==> src/att_pkg.sv <==
// Shared types and constants for the affine transform accumulator.
// Op codes, inter-module control structs and the CORDIC arctangent table.
// No dependencies.
`timescale 1ns / 1ps
`default_nettype none

package att_pkg;

    // Op codes of an input transfer
    localparam logic [1:0] OP_TRANSLATE = 2'd0;
    localparam logic [1:0] OP_ROTATE    = 2'd1;
    localparam logic [1:0] OP_SCALE     = 2'd2;
    localparam logic [1:0] OP_LOAD      = 2'd3;

    // Fixed CORDIC gain correction in Q2.30, and the longest usable table
    localparam int unsigned                CORDIC_MAX_STEPS = 24;
    localparam logic signed [33:0]         CORDIC_GAIN_Q30  = 34'sd652032874;

    typedef logic [1:0] t_op;

    // Control travelling alongside one operand pair into the MAC
    typedef struct packed {
        logic       vld;
        logic       first;
        logic       last;
        logic [3:0] ent;
    } t_mac_ctl;

    // Result of one sine/cosine evaluation
    typedef struct packed {
        logic               done;
        logic signed [31:0] cos_v;
        logic signed [31:0] sin_v;
    } t_sc_res;

    // Arctangent of 2^-i as a fraction of a full turn scaled by 2^32
    function automatic logic [31:0] atan_turn(input logic [4:0] idx);
        logic [31:0] v;
        case (idx)
            5'd0:    v = 32'h20000000;
            5'd1:    v = 32'h12E4051E;
            5'd2:    v = 32'h09FB385B;
            5'd3:    v = 32'h051111D4;
            5'd4:    v = 32'h028B0D43;
            5'd5:    v = 32'h0145D7E1;
            5'd6:    v = 32'h00A2F61E;
            5'd7:    v = 32'h00517C55;
            5'd8:    v = 32'h0028BE53;
            5'd9:    v = 32'h00145F2F;
            5'd10:   v = 32'h000A2F98;
            5'd11:   v = 32'h000517CC;
            5'd12:   v = 32'h00028BE6;
            5'd13:   v = 32'h000145F3;
            5'd14:   v = 32'h0000A2FA;
            5'd15:   v = 32'h0000517D;
            5'd16:   v = 32'h000028BE;
            5'd17:   v = 32'h0000145F;
            5'd18:   v = 32'h00000A30;
            5'd19:   v = 32'h00000518;
            5'd20:   v = 32'h0000028C;
            5'd21:   v = 32'h00000146;
            5'd22:   v = 32'h000000A3;
            5'd23:   v = 32'h00000051;
            default: v = 32'h00000000;
        endcase
        return v;
    endfunction

endpackage

`default_nettype wire

==> src/att_mat_mem.sv <==
// Matrix store: 16 x 32-bit synchronous memory, one write and one read port.
// Per-entry valid bits make unwritten entries read as identity. Uses att_pkg.
`timescale 1ns / 1ps
`default_nettype none

module att_mat_mem #(
    parameter int FRAC_BITS = 16
) (
    input  wire logic               i_clk,
    input  wire logic               i_rst_n,
    input  wire logic               i_we,
    input  wire logic [3:0]         i_waddr,
    input  wire logic signed [31:0] i_wdata,
    input  wire logic [3:0]         i_raddr,
    output logic signed [31:0]      o_rdata
);
    import att_pkg::*;

    logic signed [31:0] r_mem [16];
    logic [15:0]        r_vld;
    logic signed [31:0] r_rdata;
    logic               r_rvld;
    logic [3:0]         r_raddr;
    logic signed [31:0] w_ident;

    // Track which entries have been written since reset
    always_ff @(posedge i_clk) begin
        if (!i_rst_n) begin
            r_vld <= '0;
        end else if (i_we) begin
            r_vld[i_waddr] <= 1'b1;
        end
    end

    // Write and registered read
    always_ff @(posedge i_clk) begin
        if (i_we) begin
            r_mem[i_waddr] <= i_wdata;
        end
        r_rdata <= r_mem[i_raddr];
        r_rvld  <= r_vld[i_raddr];
        r_raddr <= i_raddr;
    end

    // Unwritten entries hold the identity value
    assign w_ident = (r_raddr[1:0] == r_raddr[3:2]) ? (32'sd1 <<< FRAC_BITS) : 32'sd0;
    assign o_rdata = r_rvld ? r_rdata : w_ident;

endmodule

`default_nettype wire

==> config.mk <==
export PLATFORM = sky130hd
export DESIGN_NAME = att_mat_mem
export DESIGN_NICKNAME = d
export VERILOG_FILES = /design/src/att_pkg.sv /design/src/att_mat_mem.sv
export SDC_FILE = /design/constraint.sdc
export NUM_CORES = 1
export LEC_CHECK = 0
export ABC_AREA = 0
export CAP_MARGIN = 20
export CORE_ASPECT_RATIO = 0.7
export CORE_UTILIZATION = 35
export CTS_BUF_LIST = sky130_fd_sc_hd__clkbuf_8
export DETAILED_ROUTE_END_ITERATION = 7
export DONT_BUFFER_PORTS = 1
export PLACE_DENSITY = 0.59
export REMOVE_ABC_BUFFERS = 1
export SLEW_MARGIN = 15
export SYNTH_ARGS = -nofsm -noshare
export SYNTH_HDL_FRONTEND = slang
export SYNTH_SLANG_ARGS = --single-unit
==> constraint.sdc <==
create_clock -name i_clk -period 4.5 [get_ports i_clk]
set_input_delay 0.45 -clock i_clk [delete_from_list [all_inputs] [get_ports i_clk]]
set_output_delay 0.45 -clock i_clk [all_outputs]
set_load 0.01 [all_outputs]
==> impl_metrics.env <==
export IMPL_run_status="completed"
export IMPL_ioPinCount=75
export IMPL_cts_clk_slew_worst_paths_ns=0.07
export IMPL_total_power_mw=10.0
export IMPL_postRouteAntennaNets=0
export IMPL_grt_antenna_before_repair=2
export IMPL_route_detailed_wl_per_inst_um=23.4
export IMPL_cp_data_arrival_time_ns=1.82
export IMPL_dpl_instance_area_um2=22000
export IMPL_switchingPower_mw=2.17
export IMPL_finalSetupViolCount=0
export IMPL_coreArea_um2=58700
export IMPL_syn_cell_area_um2=20900
export IMPL_synth_largest_area_cell="edfxtp_1"
export IMPL_layout_cells_non_filler=1880
export IMPL_floorplan_die_height_um=206
export IMPL_initial_core_util_pct=35.6
export IMPL_critPathTopFamily="flip-flops"
export IMPL_power_report_internal_total_mw=7.87
export IMPL_detailed_place_hpwl_um=24300
export IMPL_power_share_combinational_pct=4.1
export IMPL_period_share_pct=50.4
export IMPL_crit_chain="and2_1"
export IMPL_chipWidth_um=294
export IMPL_wire_length_of_the_first_global_routing_pass_um=65300
export IMPL_postSynthRegisterBits=565
export IMPL_worst_r2r_path_depth=3
export IMPL_maxClockFrequency_ghz=0.441
export IMPL_worstSkewPairLatency_ns=0.64
export IMPL_post_route_cell_area_um2=23800
export IMPL_timing_hold_worst_path_depth=1
export IMPL_totalNegativeSetupSlack_ns=0
export IMPL_worstMarginPinSlew_ns=1.02
export IMPL_worstSetupEndpointType="output port"
export IMPL_setup_reg_to_reg_worst_slack_ns=3.02
export IMPL_critical_path_startpoint_type="flip-flop"
export IMPL_power_sequential_fraction_pct=58.7
export IMPL_ctsLongestPathBuffers=3
export IMPL_cts_htree_levels=3
export IMPL_pwr_share_clk_pct=37.2
export IMPL_worst_slew_margin_relative_to_its_limit_pct=31.7
export IMPL_power_switching_share_pct=21.6
export IMPL_rsz0062_at_grt="false"
export IMPL_synthTopCellsByArea="edfxtp_1 (74%), mux4_2 (12%), dfxtp_1 (5.1%)"
export IMPL_worst_min_path_class="in -> reg"
export IMPL_power_leakage_nw=7.63
export IMPL_finalWirelength_um=44000
export IMPL_critPathKind="reg -> out"
export IMPL_syn_avg_cell_area_um2=22.6
export IMPL_area_delta_synth_final_pct=14.1
export IMPL_vias_per_cell=5.06
export IMPL_clock_sink_count=565
export IMPL_clock_tree_from_tritoncts="done"
export IMPL_finish_net_count=1059
export IMPL_critical_path_required_ns=4.05
export IMPL_crit_path_max_incr_delay_ns=0.85
export IMPL_crit_path_max_fanout=33
export IMPL_cp_num_buf_inv=0
export IMPL_vias_in_the_first_global_route=9829
export IMPL_core_rowCount=74
export IMPL_cts_root_buf="clkbuf_8"
export IMPL_via_count=9515
export IMPL_critical_path_slowest_cell="dfxtp_2"
export IMPL_fin_skew_ns=0.0225
export IMPL_dp_cells=1694
export IMPL_synth_yosys_seq_area_share_pct=78.6
export IMPL_synth_top_cell_area_share_pct=73.5
export IMPL_yosys_warnings=0
export IMPL_hold_path_endpoint="r_mem[4][11]$_DFFE_PP_"
export IMPL_detail_route_drc_violations=0
export IMPL_postCtsSetupRepairBufs=0
export IMPL_place_gp_congestion=0.701
export IMPL_max_cap_violations=0
export IMPL_drt_pass1_iter_count=5
export IMPL_timing_rr_start="r_mem[2][30]$_DFFE_PP_"
export IMPL_worst_ir_drop_vdd_mv=0.235
export IMPL_finalCoreUtilization_pct=40.6
export IMPL_period_minus_slack_ns=2.27
export IMPL_die_footprint_um2=60700
export IMPL_timing_critical_path_from="r_rvld$_DFF_P_"
export IMPL_drt_iter0_drc=834
export IMPL_cts_buffers_inserted=80
export IMPL_ctsResizeCount=0
export IMPL_critical_path_reg2reg_endpoint="r_rdata[30]$_DFF_P_"
export IMPL_placement_io_buffers=0
export IMPL_power_density_nw_per_um2=421
export IMPL_hold_path_startpoint="i_waddr[1]"
export IMPL_grt_remaining_overflow=0
export IMPL_layout_cell_share_with_drive_strength_beyond_1_pct=24.2
export IMPL_count_of_pins_over_their_slew_limit=0
export IMPL_synthDistinctLibCells=23
export IMPL_grt_start_max_net_pins=134
export IMPL_syn_instance_count=924
export IMPL_grtUsageTotal_pct=14.7
export IMPL_final_hold_violation_count=0
cell type report:
type,count,area (µm²)
clock inverters,61,299
clock buffers,85,1170
multi-input cells,309,4270
fillers,5189,34900
repair buffers,60,668
well taps,798,998
diodes,2,5.00
flip-flops and latches,565,16400
layer usage:
layer,up-vias,routed length (µm),track usage [%]
met3,50,2730,3.57
met2,318,19200,21.0
met1,5059,21400,22.4
li1,4088,-,-
met4,0,636,3.89
met5,-,0,0
flip-flops by register name, summed over array words and instances, names as in the netlist:
signal / count
r_mem: 512
r_rvld: 1
r_vld: 16
r_raddr: 4
r_rdata: 32
cells in the mapped netlist (all sizes together):
cell    number
buf         23
nand3        1
o21a        16
nand3b       2
nor2b        2
edfxtp     512
nand2       35
nor3         4
nand2b       2
dfxtp       53
nor2        13
a22oi       66
and2        32
xor2         2
clkbuf      27
o31ai        1
or3b         1
mux4       132
worst max-delay path by stage:
stage	endpoint	slack [ns]	cells after the start
final	o_rdata[18]	2.23	1
after global routing	o_rdata[18]	2.05	1
after CTS	o_rdata[18]	2.06	1
after detailed placement	r_mem[14][13]$_DFFE_PP_	2.14	3
after global placement	r_mem[4][16]$_DFFE_PP_	1.96	3
after floorplan	r_mem[0][0]$_DFFE_PP_	0.82	2
cell usage in the layout, fill, tap and decap left out, drive strengths merged, types with 2 or more instances in the layout:
cell and instances:
nand3b 2, buf 23, nand2 35, clkinv 23
edfxtp 512, dfxtp 53, dlygate4sd3 37, a22oi 66
inv 35, o21a 16, xor2 2, nand2b 2
diode 2, clkbuf 85, mux4 132, clkinvlp 2
nor2 13, nor2b 2, and2 32, nor3 4
metrics by stage:
step | hold WS (ns) | setup slack [ns]
6_report | 0.0599 | 2.23
5_1_grt | 0.0105 | 2.05
4_1_cts | 0.00405 | 2.06
3_5_place_dp | 0.449 | 2.14
3_3_place_gp | 0.442 | 1.96
2_1_floorplan | 0.435 | 0.817
repair_timing:
item | 4_1_cts | 5_1_grt
endpoints found under the setup margin | 0 | 0
hold endpoints to repair | 532 | 0
hold buffers | 37 | 0
power by group through the flow:
stage	Sequential, mW	Clock, mW	Combinational, mW
finish	5.89	3.73	0.415
global route	5.90	4.07	0.447
CTS	5.89	3.85	0.418
detailed placement	6.00	0	0.323
global placement	6.00	0	0.314
floorplan	5.99	0	0.231
cells by family (layout without fill, tap and decap cells):
logic type,after synthesis,count (layout),synth area share [%]
multiplexers,132,132,14.5
XOR/XNOR,2,2,0.0838
AO/OA/AOI/OAI,83,83,2.98
AND/OR/NAND/NOR,92,92,2.17
buffers and inverters,50,206,1.60
other,0,2,0
flip-flops,565,565,78.6
No activity file was read; power rests on OpenSTA's default activity.
