`config.mk`:
```
export PLATFORM = sky130hd
export DESIGN_NAME = att_mac
export DESIGN_NICKNAME = d
export VERILOG_FILES = /design/src/att_pkg.sv /design/src/att_mac.sv
export SDC_FILE = /design/constraint.sdc
export NUM_CORES = 2
export LEC_CHECK = 0
export ABC_AREA = 1
export BUFFER_PORTS_ARGS = -buffer_cell sky130_fd_sc_hd__buf_2
export CORE_ASPECT_RATIO = 1.25
export CORE_MARGIN = 5
export CORE_UTILIZATION = 25
export DETAILED_ROUTE_END_ITERATION = 16
export SYNTH_ARGS = -nofsm -noshare
export SYNTH_HDL_FRONTEND = slang
export SYNTH_SLANG_ARGS = --single-unit
```
`constraint.sdc`:
```
create_clock -name i_clk -period 7.7 [get_ports i_clk]
set_clock_uncertainty 0.2 [all_clocks]
set_input_delay 0.77 -clock i_clk [delete_from_list [all_inputs] [get_ports i_clk]]
set_output_delay 0.77 -clock i_clk [all_outputs]
set_load 0.05 [all_outputs]
```
`src/att_pkg.sv`:
```
// Shared types and constants for the affine transform accumulator.
// Op codes, inter-module control structs and the CORDIC arctangent table.
// No dependencies.
`timescale 1ns / 1ps
`default_nettype none

package att_pkg;

    // Op codes of an input transfer
    localparam logic [1:0] OP_TRANSLATE = 2'd0;
    localparam logic [1:0] OP_ROTATE    = 2'd1;
    localparam logic [1:0] OP_SCALE     = 2'd2;
    localparam logic [1:0] OP_LOAD      = 2'd3;

    // Fixed CORDIC gain correction in Q2.30, and the longest usable table
    localparam int unsigned                CORDIC_MAX_STEPS = 24;
    localparam logic signed [33:0]         CORDIC_GAIN_Q30  = 34'sd652032874;

    typedef logic [1:0] t_op;

    // Control travelling alongside one operand pair into the MAC
    typedef struct packed {
        logic       vld;
        logic       first;
        logic       last;
        logic [3:0] ent;
    } t_mac_ctl;

    // Result of one sine/cosine evaluation
    typedef struct packed {
        logic               done;
        logic signed [31:0] cos_v;
        logic signed [31:0] sin_v;
    } t_sc_res;

    // Arctangent of 2^-i as a fraction of a full turn scaled by 2^32
    function automatic logic [31:0] atan_turn(input logic [4:0] idx);
        logic [31:0] v;
        case (idx)
            5'd0:    v = 32'h20000000;
            5'd1:    v = 32'h12E4051E;
            5'd2:    v = 32'h09FB385B;
            5'd3:    v = 32'h051111D4;
            5'd4:    v = 32'h028B0D43;
            5'd5:    v = 32'h0145D7E1;
            5'd6:    v = 32'h00A2F61E;
            5'd7:    v = 32'h00517C55;
            5'd8:    v = 32'h0028BE53;
            5'd9:    v = 32'h00145F2F;
            5'd10:   v = 32'h000A2F98;
            5'd11:   v = 32'h000517CC;
            5'd12:   v = 32'h00028BE6;
            5'd13:   v = 32'h000145F3;
            5'd14:   v = 32'h0000A2FA;
            5'd15:   v = 32'h0000517D;
            5'd16:   v = 32'h000028BE;
            5'd17:   v = 32'h0000145F;
            5'd18:   v = 32'h00000A30;
            5'd19:   v = 32'h00000518;
            5'd20:   v = 32'h0000028C;
            5'd21:   v = 32'h00000146;
            5'd22:   v = 32'h000000A3;
            5'd23:   v = 32'h00000051;
            default: v = 32'h00000000;
        endcase
        return v;
    endfunction

endpackage

`default_nettype wire

```
`src/att_mac.sv`:
```
// Multiply-accumulate unit for one matrix product entry.
// Registered 32x32 multiply, 66-bit accumulate, round and saturate. Uses att_pkg.
`timescale 1ns / 1ps
`default_nettype none

module att_mac #(
    parameter int FRAC_BITS = 16
) (
    input  wire logic               i_clk,
    input  wire logic               i_rst_n,
    input  att_pkg::t_mac_ctl       i_ctl,
    input  wire logic signed [31:0] i_a,
    input  wire logic signed [31:0] i_b,
    output logic                    o_wr_vld,
    output logic [3:0]              o_wr_ent,
    output logic signed [31:0]      o_wr_val
);
    import att_pkg::*;

    localparam logic signed [65:0] MAX_V = 66'sd2147483647;
    localparam logic signed [65:0] MIN_V = -66'sd2147483648;

    t_mac_ctl           r_c1;
    logic signed [63:0] r_p;
    logic               r_c2_vld;
    logic [3:0]         r_c2_ent;
    logic signed [65:0] r_acc;
    logic               r_out_vld;
    logic [3:0]         r_out_ent;
    logic signed [31:0] r_out_val;

    logic signed [65:0] w_rnd;
    logic signed [65:0] w_shr;
    logic signed [31:0] w_sat;

    // Round to nearest, ties up, then clamp to 32 bits
    always_comb begin
        w_rnd = r_acc + (66'sd1 <<< (FRAC_BITS - 1));
        w_shr = w_rnd >>> FRAC_BITS;
        if (w_shr > MAX_V) begin
            w_sat = 32'sh7FFF_FFFF;
        end else if (w_shr < MIN_V) begin
            w_sat = 32'sh8000_0000;
        end else begin
            w_sat = 32'(w_shr);
        end
    end

    // Control pipeline
    always_ff @(posedge i_clk) begin
        if (!i_rst_n) begin
            r_c1.vld  <= 1'b0;
            r_c2_vld  <= 1'b0;
            r_out_vld <= 1'b0;
        end else begin
            r_c1.vld  <= i_ctl.vld;
            r_c2_vld  <= r_c1.vld & r_c1.last;
            r_out_vld <= r_c2_vld;
        end
    end

    // Multiply, accumulate, finish
    always_ff @(posedge i_clk) begin
        r_c1.first <= i_ctl.first;
        r_c1.last  <= i_ctl.last;
        r_c1.ent   <= i_ctl.ent;
        r_p        <= i_a * i_b;
        if (r_c1.vld) begin
            r_acc <= r_c1.first ? 66'(r_p) : r_acc + 66'(r_p);
        end
        r_c2_ent  <= r_c1.ent;
        r_out_ent <= r_c2_ent;
        r_out_val <= w_sat;
    end

    assign o_wr_vld = r_out_vld;
    assign o_wr_ent = r_out_ent;
    assign o_wr_val = r_out_val;

endmodule

`default_nettype wire

```
==> impl_metrics.toml <==
[drt]
detail-route-antenna-nets = 0
drcViolationCount = 0
first_pass_iters = 6
first_iter_violations = 2563
drt-wirelength-per-cell_um = 16.9
route.vias.total = 42000
average_vias_per_placed_instance = 4.43
wl_mm = 160

[sta]
highest_clock_rate_mhz = 134
grt_setup_unrepaired = "yes"
tightest_slew_ns = 1.09
max_slew_margin_pct = 27.0
setup_viol_count_final = 0
timing_max_transition_violations_final = 0
final-hold-violation-count = 0
fin_crit_sh_pct = 96.9
period_minus_slack_ns = 7.46

[global_route]
track_usage_pct = 15.6
grt_antenna_before_repair = 8
first_pass_grt_wire_length_mm = 255
grt_util_met1_pct = 19.2
grt_use_met2_pct = 27.9
grt_busiest_layer = "met2"
grt_max_degree = 83
use_met3_pct = 1.71
grt_overflow = 0
number_of_global_route_vias_before_repair = 46300

[finish]
fillCellCount = 21500
final_area_sq_mm = 0.0573
fin_nets = 8263
final_common_cell = "sky130_fd_sc_hd__inv_1"
fraction_of_layout_cells_with_a_size_suffix_above_1_pct = 9.34
most_used_cells_in_the_layout_excluding_fill_and_tap_cells = "1791 x sky130_fd_sc_hd__inv_1, 1745 x sky130_fd_sc_hd__nand2_1, 1081 x sky130_fd_sc_hd__fa_1, 418 x sky130_fd_sc_hd__nor2_1, 384 x sky130_fd_sc_hd__buf_4"
syn_to_final_growth_pct = 15.3

[yosys]
async_sr_flop_fraction_pct = 0
ys.flop_type = "sky130_fd_sc_hd__dfxtp_1"
yosysUniqueCellTypes = 41
synth.yosys.seq_area_share_pct = 8.55
synth_enable_flop_cells = 66
post_synth.cell_area_avg_sq_um = 7.64
mappedNetlistArea_sq_mm = 0.0497
yosys_warnings = 0
synthesis.nets = 7910
synth_seq_cells = 179
netlist_instances = 6504

[critical_path]
cp_data_required_time_ns = 7.86
worst-endpoint-arrival_ns = 7.62
crit_type = "input port to register"
max_stage_delay_cell_worst_path = "sky130_fd_sc_hd__fa_2"
setup.worst_path.end_class = "register"
critical-path-top-cell-by-count = "sky130_fd_sc_hd__inv_1"
worst_setup_path_start_kind = "input port"
timing.critical_path.fanout_max = 14
timing.critical_path.slowest_cell_delay_ns = 0.64

[floorplanning]
placeableCoreArea_sq_mm = 0.198
ios = 110
dieHeight_um = 508
num_rows = 183
die_outline_area_sq_mm = 0.208
die_width_um = 409
initial_utilization_pct = 25.0

[hold_path]
min-delay-path-class = "register to register"

[clock_network]
cts_tree = "yes"
cts.htree.levels = 4
cts_made_buffers = 17
clk_latency_ns = 0.49
clock_sinks = 179
worst_setup_hold_path_clk_slew_ns = 0.09
cts.path.max_buffers = 2
cts_root_buf = "sky130_fd_sc_hd__clkbuf_16"

[flow_run]
cap_violations = 0

[placed_design]
post-dp-hpwl_mm = 142
dp_area_sq_mm = 0.0566
io_buffers = 109
routabilityCongestion = 0.955

[status]
status = "completed"
==> worst max-delay path, delay by kind of cell <==
kind                       cells  cell delay (ns)
xor gates and xnor gates       1             0.22
AOI/OAI and AO/OA              5             1.03
buffers and inverters         10             0.88
and+or+nand+nor                1             0.09
adders and majority gates      9             4.59
==> path summary, 6_finish.rpt <==
| check | endpoint | start | slack (ns) | cells after the start |
|---|---|---|---|---|
| setup / recovery | r_p[54] | i_a[31] | 0.24 | 26 |
| hold / removal | r_c2_ent[0] | r_c1[0] | 0.13 | 0 |
| setup reg to reg | r_acc[56] | r_p[0] | 3.96 | 17 |
| hold reg to reg | r_c2_ent[0] | r_c1[0] | 0.13 | 0 |
==> layout make-up <==
class / count / area, sq um / share of cell area (%)
Antenna cell: 3 / 7.51 / 0.0131
Clock buffer: 23 / 533 / 0.931
Clock inverter: 9 / 97.6 / 0.170
Inverter: 1793 / 6730 / 11.8
Multi-Input combinational cell: 4319 / 37900 / 66.2
Sequential cell: 179 / 4250 / 7.41
Tap cell: 2590 / 3240 / 5.66
Timing Repair Buffer: 547 / 4510 / 7.88
==> kinds of logic after synthesis <==
group	count (synthesis)	synth area share, %
AOI/OAI and AO/OA	401	4.45
xor gates and xnor gates	104	1.83
buffers and inverters	2006	15.2
and+or+nand+nor	2481	20.0
DFF	179	8.55
adders and majority gates	1333	50.0
==> registers in the layout (all words and copies together), names as in the netlist <==
| name | flops |
|---|---|
| r_acc | 66 |
| r_p | 64 |
| o_wr_val | 32 |
| r_c1 | 7 |
| o_wr_ent | 4 |
| r_c2_ent | 4 |
| o_wr_vld | 1 |
| r_c2_vld | 1 |
==> through the flow <==
stage	instances	setup WS (ns)	util, %	setup TNS [ns]	hold WS [ns]
after CTS	9459	0.0653	28.9	0	0.129
after detailed placement	9427	-0.561	28.5	-5.98	0.113
after global placement	9427	-0.538	28.5	-4.69	0.112
after global routing	9460	-0.0276	28.9	-0.0276	0.134
final	9463	0.240	28.9	0	0.128
after floorplan	6504	0.0173	-	0	0.110
==> routing by layer <==
metal,vias to the layer above,routed length (um)
met2,1260,79400
met3,342,8090
met4,8,7110
met5,-,48
met1,21000,65700
li1,19400,-
==> Yosys cell counts, types with 11 or more instances <==
master	count	area, sq um
sky130_fd_sc_hd__nor2_2	11	68.8
sky130_fd_sc_hd__nand4_1	38	238
sky130_fd_sc_hd__ha_1	250	3130
sky130_fd_sc_hd__nand3_1	170	851
sky130_fd_sc_hd__o21ai_0	141	706
sky130_fd_sc_hd__xor2_1	72	631
sky130_fd_sc_hd__fa_1	1083	21700
sky130_fd_sc_hd__a31oi_1	19	119
sky130_fd_sc_hd__nand2_1	1745	6550
sky130_fd_sc_hd__nor3_1	15	75.1
sky130_fd_sc_hd__edfxtp_1	66	1980
sky130_fd_sc_hd__nor2_1	422	1580
sky130_fd_sc_hd__o21bai_1	18	135
sky130_fd_sc_hd__nand3b_1	16	120
sky130_fd_sc_hd__or2_2	27	169
sky130_fd_sc_hd__inv_1	1792	6730
sky130_fd_sc_hd__dfxtp_1	113	2260
sky130_fd_sc_hd__a21o_1	24	180
sky130_fd_sc_hd__xnor2_1	32	280
sky130_fd_sc_hd__clkbuf_1	204	766
sky130_fd_sc_hd__a21oi_1	167	836
==> what timing repair did <==
action	in CTS	in global routing
hold buffers	0	0
gates cloned	0	0
setup endpoints to repair	1	14
pin swaps	0	2
buffers inserted	0	1
gates resized for setup	1	12
Power is left out: the tool's default activity adds up to more than one toggle a clock period on the data nets, which glitch-free logic cannot reach.
