$ cat config.mk
export PLATFORM = sky130hd
export DESIGN_NAME = att_sincos
export DESIGN_NICKNAME = d
export VERILOG_FILES = /design/src/att_pkg.sv /design/src/att_sincos.sv
export SDC_FILE = /design/constraint.sdc
export NUM_CORES = 1
export LEC_CHECK = 0
export CORE_MARGIN = 3
export CORE_UTILIZATION = 55
export CTS_CLUSTER_DIAMETER = 60
export DETAILED_ROUTE_END_ITERATION = 16
export DONT_BUFFER_PORTS = 1
export PLACE_DENSITY = 0.7
export SLEW_MARGIN = 40
export SYNTH_ARGS = -nofsm -noshare
export SYNTH_HDL_FRONTEND = slang
export SYNTH_SLANG_ARGS = --single-unit
$ cat constraint.sdc
create_clock -name i_clk -period 7.8 [get_ports i_clk]
set_input_delay 1.56 -clock i_clk [delete_from_list [all_inputs] [get_ports i_clk]]
set_output_delay 1.56 -clock i_clk [all_outputs]
set_load 0.01 [all_outputs]
$ cat src/att_pkg.sv
// Shared types and constants for the affine transform accumulator.
// Op codes, inter-module control structs and the CORDIC arctangent table.
// No dependencies.
`timescale 1ns / 1ps
`default_nettype none

package att_pkg;

    // Op codes of an input transfer
    localparam logic [1:0] OP_TRANSLATE = 2'd0;
    localparam logic [1:0] OP_ROTATE    = 2'd1;
    localparam logic [1:0] OP_SCALE     = 2'd2;
    localparam logic [1:0] OP_LOAD      = 2'd3;

    // Fixed CORDIC gain correction in Q2.30, and the longest usable table
    localparam int unsigned                CORDIC_MAX_STEPS = 24;
    localparam logic signed [33:0]         CORDIC_GAIN_Q30  = 34'sd652032874;

    typedef logic [1:0] t_op;

    // Control travelling alongside one operand pair into the MAC
    typedef struct packed {
        logic       vld;
        logic       first;
        logic       last;
        logic [3:0] ent;
    } t_mac_ctl;

    // Result of one sine/cosine evaluation
    typedef struct packed {
        logic               done;
        logic signed [31:0] cos_v;
        logic signed [31:0] sin_v;
    } t_sc_res;

    // Arctangent of 2^-i as a fraction of a full turn scaled by 2^32
    function automatic logic [31:0] atan_turn(input logic [4:0] idx);
        logic [31:0] v;
        case (idx)
            5'd0:    v = 32'h20000000;
            5'd1:    v = 32'h12E4051E;
            5'd2:    v = 32'h09FB385B;
            5'd3:    v = 32'h051111D4;
            5'd4:    v = 32'h028B0D43;
            5'd5:    v = 32'h0145D7E1;
            5'd6:    v = 32'h00A2F61E;
            5'd7:    v = 32'h00517C55;
            5'd8:    v = 32'h0028BE53;
            5'd9:    v = 32'h00145F2F;
            5'd10:   v = 32'h000A2F98;
            5'd11:   v = 32'h000517CC;
            5'd12:   v = 32'h00028BE6;
            5'd13:   v = 32'h000145F3;
            5'd14:   v = 32'h0000A2FA;
            5'd15:   v = 32'h0000517D;
            5'd16:   v = 32'h000028BE;
            5'd17:   v = 32'h0000145F;
            5'd18:   v = 32'h00000A30;
            5'd19:   v = 32'h00000518;
            5'd20:   v = 32'h0000028C;
            5'd21:   v = 32'h00000146;
            5'd22:   v = 32'h000000A3;
            5'd23:   v = 32'h00000051;
            default: v = 32'h00000000;
        endcase
        return v;
    endfunction

endpackage

`default_nettype wire

$ cat src/att_sincos.sv
// Sine and cosine of a fixed-point angle in degrees.
// Radix-256 division by 360 through a reciprocal multiply, then an iterative CORDIC.
// Uses att_pkg.
`timescale 1ns / 1ps
`default_nettype none

module att_sincos #(
    parameter int FRAC_BITS    = 16,
    parameter int CORDIC_ITERS = 16
) (
    input  wire logic               i_clk,
    input  wire logic               i_rst_n,
    input  wire logic               i_start,
    input  wire logic signed [31:0] i_deg,
    output att_pkg::t_sc_res        o_res
);
    import att_pkg::*;

    localparam int DW      = 64 - FRAC_BITS;
    localparam int ND      = (DW + 7) / 8;
    localparam int NW      = ND * 8;
    localparam int CW      = $clog2(ND + 1);
    localparam int N_ITERS = (CORDIC_ITERS < CORDIC_MAX_STEPS) ? CORDIC_ITERS
                                                               : CORDIC_MAX_STEPS;
    localparam int SH      = 30 - FRAC_BITS;
    // ceil(2^26 / 360): exact quotient for every digit step below 360 * 256
    localparam logic [17:0] RECIP_360 = 18'd186414;

    localparam logic [2:0] S_IDLE = 3'd0;
    localparam logic [2:0] S_DIV  = 3'd1;
    localparam logic [2:0] S_PREP = 3'd2;
    localparam logic [2:0] S_ROT  = 3'd3;
    localparam logic [2:0] S_FIN  = 3'd4;

    logic [2:0]         r_state;
    logic [NW-1:0]      r_num;
    logic [8:0]         r_rem;
    logic [31:0]        r_quo;
    logic               r_neg;
    logic [CW-1:0]      r_cnt;
    logic               r_ph;
    logic [7:0]         r_qd;
    logic signed [33:0] r_cx;
    logic signed [33:0] r_cy;
    logic signed [32:0] r_z;
    logic [1:0]         r_quad;
    logic [4:0]         r_i;
    logic               r_done;
    logic signed [31:0] r_cos;
    logic signed [31:0] r_sin;

    logic [31:0]        w_mag;
    logic [16:0]        w_dig;
    logic [33:0]        w_prod;
    logic [7:0]         w_qd;
    logic [31:0]        w_theta;
    logic [31:0]        w_phi;
    logic signed [33:0] w_dx;
    logic signed [33:0] w_dy;
    logic signed [32:0] w_atan;
    logic signed [33:0] w_qc;
    logic signed [33:0] w_qs;
    logic signed [33:0] w_rc;
    logic signed [33:0] w_rs;

    // Angle magnitude, digit quotient, turn fraction and CORDIC deltas
    always_comb begin
        w_mag   = i_deg[31] ? (~i_deg + 32'd1) : i_deg;
        w_dig   = {r_rem, r_num[NW-1 -: 8]};
        w_prod  = 34'(w_dig) * 34'(RECIP_360);
        w_qd    = w_prod[33:26];
        w_theta = r_neg ? (32'd0 - (r_quo + {31'd0, (r_rem != 9'd0)})) : r_quo;
        w_phi   = w_theta + 32'h2000_0000;
        w_dx    = r_cy >>> r_i;
        w_dy    = r_cx >>> r_i;
        w_atan  = $signed({1'b0, atan_turn(r_i)});
    end

    // Rotate by the quadrant, then round Q2.30 down to the output format
    always_comb begin
        case (r_quad)
            2'd1:    begin w_qc = -r_cy; w_qs = r_cx;  end
            2'd2:    begin w_qc = -r_cx; w_qs = -r_cy; end
            2'd3:    begin w_qc = r_cy;  w_qs = -r_cx; end
            default: begin w_qc = r_cx;  w_qs = r_cy;  end
        endcase
        w_rc = (w_qc + (34'sd1 <<< (SH - 1))) >>> SH;
        w_rs = (w_qs + (34'sd1 <<< (SH - 1))) >>> SH;
    end

    // Sequence: divide, prepare, iterate, finish
    always_ff @(posedge i_clk) begin
        if (!i_rst_n) begin
            r_state <= S_IDLE;
            r_done  <= 1'b0;
        end else begin
            r_done <= 1'b0;
            unique case (r_state)
                S_IDLE: begin
                    if (i_start) begin
                        r_state <= S_DIV;
                    end
                end
                S_DIV: begin
                    if (r_ph && (r_cnt == CW'(ND - 1))) begin
                        r_state <= S_PREP;
                    end
                end
                S_PREP: r_state <= S_ROT;
                S_ROT: begin
                    if (r_i == 5'(N_ITERS - 1)) begin
                        r_state <= S_FIN;
                    end
                end
                S_FIN: begin
                    r_done  <= 1'b1;
                    r_state <= S_IDLE;
                end
                default: r_state <= S_IDLE;
            endcase
        end
    end

    // Datapath registers
    always_ff @(posedge i_clk) begin
        case (r_state)
            S_IDLE: begin
                r_num <= NW'({w_mag, (32 - FRAC_BITS)'(0)});
                r_neg <= i_deg[31];
                r_rem <= '0;
                r_quo <= '0;
                r_cnt <= '0;
                r_ph  <= 1'b0;
            end
            S_DIV: begin
                // Quotient digit first, then remainder and shift on the next cycle
                if (!r_ph) begin
                    r_qd <= w_qd;
                    r_ph <= 1'b1;
                end else begin
                    r_rem <= 9'(w_dig - 17'(r_qd) * 17'd360);
                    r_quo <= {r_quo[23:0], r_qd};
                    r_num <= r_num << 8;
                    r_cnt <= r_cnt + CW'(1);
                    r_ph  <= 1'b0;
                end
            end
            S_PREP: begin
                r_quad <= w_phi[31:30];
                r_z    <= $signed({3'b000, w_phi[29:0]}) - 33'sd536870912;
                r_cx   <= CORDIC_GAIN_Q30;
                r_cy   <= '0;
                r_i    <= '0;
            end
            S_ROT: begin
                if (r_z >= 0) begin
                    r_cx <= r_cx - w_dx;
                    r_cy <= r_cy + w_dy;
                    r_z  <= r_z - w_atan;
                end else begin
                    r_cx <= r_cx + w_dx;
                    r_cy <= r_cy - w_dy;
                    r_z  <= r_z + w_atan;
                end
                r_i <= r_i + 5'd1;
            end
            S_FIN: begin
                r_cos <= 32'(w_rc);
                r_sin <= 32'(w_rs);
            end
            default: begin
            end
        endcase
    end

    assign o_res.done  = r_done;
    assign o_res.cos_v = r_cos;
    assign o_res.sin_v = r_sin;

endmodule

`default_nettype wire

==> summary.log, run 1 <==
INFO  synthesis      seq_area_frac_synth=0.244
INFO  pwr            internal_power=6.44mW
INFO  layout         layout-drive-gt1-share=0.0893
INFO  critical_path  endpoint_of_the_lowest_slack_register_to_register_path=r_cx[33]
INFO  sta            finalHoldWorstSlack=0.534ns
INFO  detailed_routing drc=0
INFO  cts            cts_buffers=39
INFO  global_route   grt_pass1_vias=27057
INFO  run            max_cap_viol_count=0
INFO  synthesis      synth_top_flop_cell=sky130_fd_sc_hd__edfxtp_1
INFO  synthesis      ys_types=89
INFO  synthesis      synth_largest_type_area_fraction=0.222
INFO  synthesis      synth.net_count=3954
INFO  pwr            power_frac_clock=0.155
INFO  cts            clock_latency=0.57ns
INFO  sta            fmaxAchievable=142MHz
INFO  detailed_routing drt_wl_total=95.9mm
INFO  synthesis      yosys.area.top_type=sky130_fd_sc_hd__edfxtp_1
INFO  global_route   globalRouteTotalUtil=0.316
INFO  sta            post-route-min-period=7.06ns
INFO  critical_path  cp_num_cells=23
INFO  detailed_routing route.detailed.vias_per_inst=6.47
INFO  detailed_routing drt-wirelength-per-cell=22.7microns
INFO  layout         nFillCells=4877
INFO  critical_path  critical_path_required=8.10ns
INFO  critical_path  critPathBufInv=3
INFO  critical_path  worst-path-max-fanout=31
INFO  critical_path  crit_path_start=r_i[1]
INFO  synthesis      synth-async-reset-ratio=0
INFO  detailed_routing final_antenna_net_count=0
INFO  cts            path_clk_slew=0.06ns
INFO  die            initial_utilization=0.558
INFO  critical_path  worstPathArrival=7.36ns
INFO  sta            period_share=0.906
INFO  cts            cts-root-to-sink-buffers=3
INFO  sta            fin_worst_skew=0.0179ns
INFO  pwr            power_leakage=13.9nW
INFO  synthesis      syn-cell-area=0.0316sqmm
INFO  layout         nets=3849
INFO  global_route   pin_count_of_the_biggest_net_entering_global_routing=67
INFO  sta            relSlewSlack=0.414
INFO  critical_path  critPathLaunchType=register
INFO  global_route   grt_busiest_layer=met2
INFO  cts            cts-hold-fix-buffers=0
INFO  critical_path  r2r_cells=23
INFO  global_route   grt_overflow=0
INFO  detailed_routing num_vias=27270
INFO  critical_path  worst_r2r_startpoint=r_i[1]
INFO  global_route   grt_use_met1=0.428
INFO  cts            clock_tree_from_tritoncts=built
INFO  global_route   groute.layer.met3.usage=0.0617
INFO  critical_path  ff2ff_setup_slack=0.74ns
INFO  synthesis      synth_seq_cells=268
INFO  pwr            worst_ir_drop_vdd=0.664mV
INFO  synthesis      synth.top_cells.by_area=sky130_fd_sc_hd__edfxtp_1 (22%), sky130_fd_sc_hd__ha_1 (11%), sky130_fd_sc_hd__mux4_2 (6.3%)
INFO  critical_path  critical-path-slowest-cell=sky130_fd_sc_hd__nor3b_1
INFO  sta            tns=0ns
INFO  layout         synthesis_to_layout_area_growth=6.03%
INFO  placement      detailed_place.area=0.0322sqmm
INFO  cts            clock_sinks=268
INFO  layout         final_cell_mix=sky130_fd_sc_hd__nor2_1 (289), sky130_fd_sc_hd__ha_1 (289), sky130_fd_sc_hd__inv_1 (280)
INFO  synthesis      number_of_flops_mapped_to_enable_cells_by_yosys=234
INFO  pwr            seqPwrFrac=0.177
INFO  critical_path  worst_setup_path_end_kind=register
INFO  global_route   grt_pass1_wl=151mm
INFO  sta            report.final.hold_viol_count=0
INFO  critical_path  critical_path.most_common_cell=sky130_fd_sc_hd__a21o_1
INFO  critical_path  path_delay_family=compound AO/OA/AOI/OAI gates
INFO  cts            post-cts-setup-buffer-count=0
INFO  synthesis      yosysWarnings=0
INFO  critical_path  critical_path_class=reg2reg
INFO  critical_path  slowest_delay=0.60ns
INFO  cts            postCtsResizedCells=0
INFO  global_route   antenna_found_initial=0
INFO  sta            grt_setup_unrepaired=no
INFO  sta            report.final.setup_viol=0
INFO  layout         antenna-diode-count=0
INFO  pwr            power.density_cell_area=352mW/mm^2
INFO  synthesis      syn_area_per_cell=8.95squm
INFO  placement      dpl.hpwl=73.0mm
INFO  die            design.die.area=0.0605sqmm
INFO  synthesis      netlist_instances=3538
INFO  die            coreArea=0.0567sqmm
INFO  outcome        outcome=completed
INFO  die            die_w=246microns
INFO  pwr            switching_part_of_the_total=0.455
INFO  cts            master_cell_of_the_clock_root_buffer=sky130_fd_sc_hd__clkbuf_16
INFO  sta            worst-slew-pin-transition=0.879ns
INFO  die            num_rows=87
INFO  pwr            power_switching=5.38mW
INFO  die            die_y=246microns
INFO  critical_path  setup.worst_path.end=r_cx[33]
INFO  placement      portBuffers=0
INFO  pwr            comb_power_share=0.668
INFO  cts            htree_levels=2
INFO  detailed_routing detail_route.iter0.violations=2779
INFO  placement      final_gp_congestion=1.01
INFO  layout         design_area=0.0336sqmm
INFO  die            top_level_ports=100
INFO  global_route   grt_use_met2=0.508
INFO  detailed_routing first_pass_iters=8
INFO  min_path       hp-class=reg2reg
INFO  sta            final-max-slew-violation-count=0
INFO  critical_path  timing.critical_path.cells=buf_6, buf_4, mux4_2, mux2i_1, o221a_2, ha_1, inv_1, a211oi_1, nand4_1, nor3b_1, a21oi_1, xnor2_1, ha_1, a21o_1, a21o_1, a21o_1, a31o_2, a31o_2, o32ai_1, o211ai_1, a221oi_1, xnor2_1, nor2_1
## area by class of cell
class | count | area (sq um) | share of cell area
sequential | 268 | 7710 | 0.230
tap | 756 | 946 | 0.0282
timing repair buffer | 68 | 551 | 0.0164
multi-input combinational | 2770 | 21900 | 0.654
inverter | 286 | 1080 | 0.0321
clock buffer | 47 | 1100 | 0.0328
clock inverter | 22 | 240 | 0.00716
## tightest hold or removal path: stages, from the launching register on
cell and delay, ns:
sky130_fd_sc_hd__edfxtp_1 0.32, sky130_fd_sc_hd__nand2_1 0.04, sky130_fd_sc_hd__o21ai_0 0.06
## metrics by stage
| step | power, mW | worst slack (ns) | cells | util |
|---|---|---|---|---|
| 2_1_floorplan | 8.12 | 1.83 | 3538 | - |
| 3_3_place_gp | 9.64 | 0.734 | 4143 | 0.567 |
| 3_5_place_dp | 9.90 | 0.667 | 4145 | 0.567 |
| 4_1_cts | 11.9 | 0.596 | 4214 | 0.591 |
| 5_1_grt | 13.2 | 0.359 | 4217 | 0.592 |
| 6_report | 11.8 | 0.736 | 4217 | 0.592 |
## logic make-up after synthesis
family | after synthesis | synth area share
AOI/OAI and AO/OA | 876 | 0.178
and+or+nand+nor | 972 | 0.146
muxes | 201 | 0.100
buffers and inverters | 500 | 0.0654
adders and majority gates | 381 | 0.172
DFF | 268 | 0.244
xor gates and xnor gates | 340 | 0.0941
## sequential cells by signal (all words and copies together), names as in the netlist, 5 cells and up
| name | cells |
|---|---|
| r_i | 5 |
| r_cos | 20 |
| r_rem | 9 |
| r_num | 32 |
| r_cy | 34 |
| w_atan | 30 |
| r_qd | 8 |
| r_sin | 20 |
| r_z | 33 |
| r_cx | 34 |
| r_quo | 32 |
## power groups by stage
stage | sequential, mW | clock, mW | combinational, mW
detailed placement | 2.12 | 0 | 7.78
CTS | 2.09 | 1.86 | 7.92
floorplan | 2.02 | 0 | 6.10
global route | 2.11 | 1.92 | 9.14
global placement | 2.11 | 0 | 7.52
finish | 2.09 | 1.83 | 7.90
## cells in the mapped netlist, types with 20 or more instances
cell and count:
sky130_fd_sc_hd__a21oi_1 215, sky130_fd_sc_hd__inv_1 282, sky130_fd_sc_hd__xor2_1 162, sky130_fd_sc_hd__mux2i_1 72, sky130_fd_sc_hd__xnor2_1 178, sky130_fd_sc_hd__nor3_1 59, sky130_fd_sc_hd__mux2_2 40, sky130_fd_sc_hd__clkbuf_1 142
sky130_fd_sc_hd__dfxtp_1 34, sky130_fd_sc_hd__fa_1 92, sky130_fd_sc_hd__edfxtp_1 234, sky130_fd_sc_hd__mux4_2 89, sky130_fd_sc_hd__a31oi_1 32, sky130_fd_sc_hd__o31ai_1 57, sky130_fd_sc_hd__nand2b_1 37, sky130_fd_sc_hd__a211oi_1 26
sky130_fd_sc_hd__nand3_1 71, sky130_fd_sc_hd__and3_1 39, sky130_fd_sc_hd__nand2_1 279, sky130_fd_sc_hd__o22ai_1 27, sky130_fd_sc_hd__ha_1 289, sky130_fd_sc_hd__or3_1 34, sky130_fd_sc_hd__a22oi_1 23, sky130_fd_sc_hd__a21o_1 80
sky130_fd_sc_hd__nor2b_1 26, sky130_fd_sc_hd__nor4_1 20, sky130_fd_sc_hd__o41ai_1 20, sky130_fd_sc_hd__o21ai_0 220, sky130_fd_sc_hd__buf_4 30, sky130_fd_sc_hd__nor2_1 290, sky130_fd_sc_hd__o21a_1 28
## worst min-delay path by stage
stage | from | to | slack, ns | cells past startpoint
final | r_num[22] | r_num[30] | 0.53 | 2
after global routing | r_qd[7] | r_quo[7] | 0.56 | 1
after CTS | r_num[21] | r_num[29] | 0.54 | 2
after detailed placement | r_num[28] | r_num[36] | 0.51 | 2
after global placement | r_num[17] | r_num[25] | 0.51 | 2
after floorplan | r_num[16] | r_num[24] | 0.50 | 2
## routing by layer
metal | vias up | wire (microns)
met2 | 1267 | 43400
met1 | 13175 | 40500
met3 | 224 | 8700
met4 | 0 | 3330
li1 | 12604 | -
met5 | - | 0
No activity file was read; power rests on OpenSTA's default activity.
==> run 2, diff against run 1 <==
Settings changed: PLACE_DENSITY 0.7 to 0.77.
==> summary.log, run 2 (synthesized netlist as in run 1, its figures left out) <==
INFO  cts            cts_buffers=38 [was 39]
INFO  pwr            power_leakage=13.9nW [about the same]
INFO  critical_path  r2r_cells=21 [was 23]
INFO  sta            fin_worst_skew=0.0144ns [was 0.0179 ns]
INFO  critical_path  critical_path_required=8.10ns [about the same]
INFO  cts            postCtsResizedCells=0 [unchanged]
INFO  layout         multi_input_comb_area=0.0219sqmm [about the same]
INFO  pwr            power.density_cell_area=348mW/mm^2 [was 352 mW/mm^2]
INFO  min_path       hp-class=reg2reg [unchanged]
INFO  critical_path  worstPathArrival=7.53ns [was 7.36 ns]
INFO  layout         nFillCells=4818 [was 4877]
INFO  die            die_y=246microns [unchanged]
INFO  critical_path  worst-path-max-fanout=40 [was 31]
INFO  layout         layout-drive-gt1-share=0.0892 [was 0.0893]
INFO  die            initial_utilization=0.558 [unchanged]
INFO  detailed_routing drt-wirelength-per-cell=21.6microns [was 22.7 microns]
INFO  global_route   groute.layer.met3.usage=0.0668 [was 0.0617]
INFO  critical_path  path_delay_family=compound AO/OA/AOI/OAI gates [unchanged]
INFO  layout         synthesis_to_layout_area_growth=5.90% [was 6.03%]
INFO  critical_path  cp_num_cells=21 [was 23]
INFO  global_route   globalRouteTotalUtil=0.298 [was 0.316]
INFO  sta            period_share=0.927 [was 0.906]
INFO  pwr            worst_ir_drop_vdd=1.15mV [was 0.664 mV]
INFO  detailed_routing num_vias=27080 [was 27270]
INFO  cts            clock_tree_from_tritoncts=built [unchanged]
INFO  detailed_routing route.detailed.vias_per_inst=6.42 [was 6.47]
INFO  critical_path  critical_path_class=reg2reg [unchanged]
INFO  cts            master_cell_of_the_clock_root_buffer=sky130_fd_sc_hd__clkbuf_16 [unchanged]
INFO  global_route   grt_busiest_layer=met2 [unchanged]
INFO  layout         antenna-diode-count=0 [unchanged]
INFO  cts            cts-hold-fix-buffers=0 [unchanged]
INFO  layout         final_common_cell=sky130_fd_sc_hd__ha_1
INFO  critical_path  critPathBufInv=2 [was 3]
INFO  sta            grt_setup_unrepaired=no [unchanged]
INFO  layout         layout_top_registers=r_cx: 34 flops, r_cy: 34 flops, r_z: 33 flops [unchanged]
INFO  placement      final_gp_congestion=0.978 [was 1.01]
INFO  critical_path  slowest_delay=0.86ns [was 0.60 ns]
INFO  die            top_level_ports=100 [unchanged]
INFO  sta            relSlewSlack=0.396 [was 0.414]
INFO  pwr            p_total=11.7mW [was 11.8 mW]
INFO  sta            fmaxAchievable=138MHz [was 142 MHz]
INFO  cts            clock_sinks=268 [unchanged]
INFO  cts            post-cts-setup-buffer-count=0 [unchanged]
INFO  detailed_routing final_antenna_net_count=0 [unchanged]
INFO  detailed_routing drc=0 [unchanged]
INFO  die            die_w=246microns [unchanged]
INFO  global_route   grt_overflow=0 [unchanged]
INFO  run            max_cap_viol_count=0 [unchanged]
INFO  sta            worst-slew-pin-transition=0.906ns [was 0.879 ns]
INFO  detailed_routing drt_wl_total=91.0mm [was 95.9 mm]
INFO  layout         nets=3853 [was 3849]
INFO  critical_path  worst_setup_path_end_kind=register [unchanged]
INFO  critical_path  critPathLaunchType=register [unchanged]
INFO  sta            report.final.setup_viol=0 [unchanged]
INFO  global_route   grt_use_met1=0.406 [was 0.428]
INFO  min_path       hold_path_depth=2 [unchanged]
INFO  critical_path  critical-path-slowest-cell=sky130_fd_sc_hd__edfxtp_1 [was sky130_fd_sc_hd__nor3b_1]
INFO  global_route   pin_count_of_the_biggest_net_entering_global_routing=84 [was 67]
INFO  critical_path  critical_path.most_common_cell=sky130_fd_sc_hd__a21oi_1 [was sky130_fd_sc_hd__a21o_1]
INFO  sta            report.final.hold_viol_count=0 [unchanged]
INFO  detailed_routing first_pass_iters=9 [was 8]
INFO  global_route   antenna_found_initial=1 [was 0]
INFO  sta            final-max-slew-violation-count=0 [unchanged]
INFO  sta            tns=0ns [unchanged]
INFO  critical_path  ff2ff_setup_slack=0.57ns [was 0.74 ns]
INFO  global_route   grt_pass1_vias=25931 [was 27057]
INFO  layout         sequential_cell_area=0.00771sqmm [unchanged]
INFO  cts            path_clk_slew=0.06ns [about the same]
INFO  cts            htree_levels=2 [unchanged]
INFO  die            num_rows=87 [unchanged]
INFO  placement      dpl.hpwl=68.7mm [was 73.0 mm]
INFO  die            coreArea=0.0567sqmm [unchanged]
INFO  layout         final_cell_mix=sky130_fd_sc_hd__ha_1 (289), sky130_fd_sc_hd__nor2_1 (288), sky130_fd_sc_hd__inv_1 (280) [was sky130_fd_sc_hd__nor2_1 (289), sky130_fd_sc_hd__ha_1 (289), sky130_fd_sc_hd__inv_1 (280)]
INFO  die            design.die.area=0.0605sqmm [unchanged]
INFO  outcome        outcome=completed [unchanged]
INFO  cts            clock_latency=0.55ns [was 0.57 ns]
INFO  sta            post-route-min-period=7.23ns [was 7.06 ns]
INFO  detailed_routing detail_route.iter0.violations=2843 [was 2779]
INFO  placement      portBuffers=0 [unchanged]
INFO  global_route   grt_pass1_wl=144mm [was 151 mm]
INFO  critical_path  timing.critical_path.cells=buf_12, buf_4, mux4_2, mux2_2, mux2_2, mux2i_1, nand3_1, nor4_4, a21oi_1, xnor2_1, ha_1, a21o_1, a21oi_1, o21bai_1, a21oi_1, o221ai_1, a311oi_1, o21ai_0, a211oi_1, o21ai_0, mux2i_1 [was buf_6, buf_4, mux4_2, mux2i_1, o221a_2, ha_1, inv_1, a211oi_1, nand4_1, nor3b_1, a21oi_1, xnor2_1, ha_1, a21o_1, a21o_1, a21o_1, a31o_2, a31o_2, o32ai_1, o211ai_1, a221oi_1, xnor2_1, nor2_1]
INFO  global_route   grt_use_met2=0.465 [was 0.508]
INFO  cts            cts-root-to-sink-buffers=3 [unchanged]
[run 2: area by class of cell]
type / count / area share
multi-input cells: 2770 / 0.655
flip-flops and latches: 268 / 0.230
clock buffers: 55 / 0.0340
inverters: 286 / 0.0321
well taps: 756 / 0.0282
repair buffers: 73 / 0.0183
clock inverters: 13 / 0.00280
[run 2: metal layers]
| layer | wire (microns) | share of wire |
|---|---|---|
| met2 | 40300 | 0.44 |
| met3 | 8540 | 0.094 |
| met4 | 3760 | 0.041 |
| met1 | 38400 | 0.42 |
| met5 | 0 | 0 |
[run 2: per-stage QoR]
step	hold WS, ns	setup slack [ns]	util	instances	area [sq um]
2_1_floorplan	0.496	1.83	-	3538	31600
6_report	0.525	0.569	0.591	4221	33500
3_5_place_dp	0.516	0.843	0.569	4151	32300
4_1_cts	0.528	0.846	0.591	4219	33500
5_1_grt	0.538	0.307	0.591	4221	33500
3_3_place_gp	0.501	0.942	0.568	4149	32200
[run 2: where the power goes]
group,switching [mW],total [mW],internal (mW)
Combinational,4.41,7.88,3.47
Clock,0.677,1.70,1.02
Sequential,0.202,2.09,1.89
Total,5.29,11.7,6.38
[run 2: tightest hold or removal path, delay by kind of cell (launching register included)]
kind | cells | cell delay (ns)
AOI/OAI and AO/OA | 1 | 0.06
and+or+nand+nor | 1 | 0.04
DFF | 1 | 0.32
[run 2: final timing paths]
check,from,endpoint
worst max-delay path,r_i[1],r_cy[30]
worst min-delay path,r_num[22],r_num[30]
worst max register to register,r_i[1],r_cy[30]
worst min register to register,r_num[22],r_num[30]
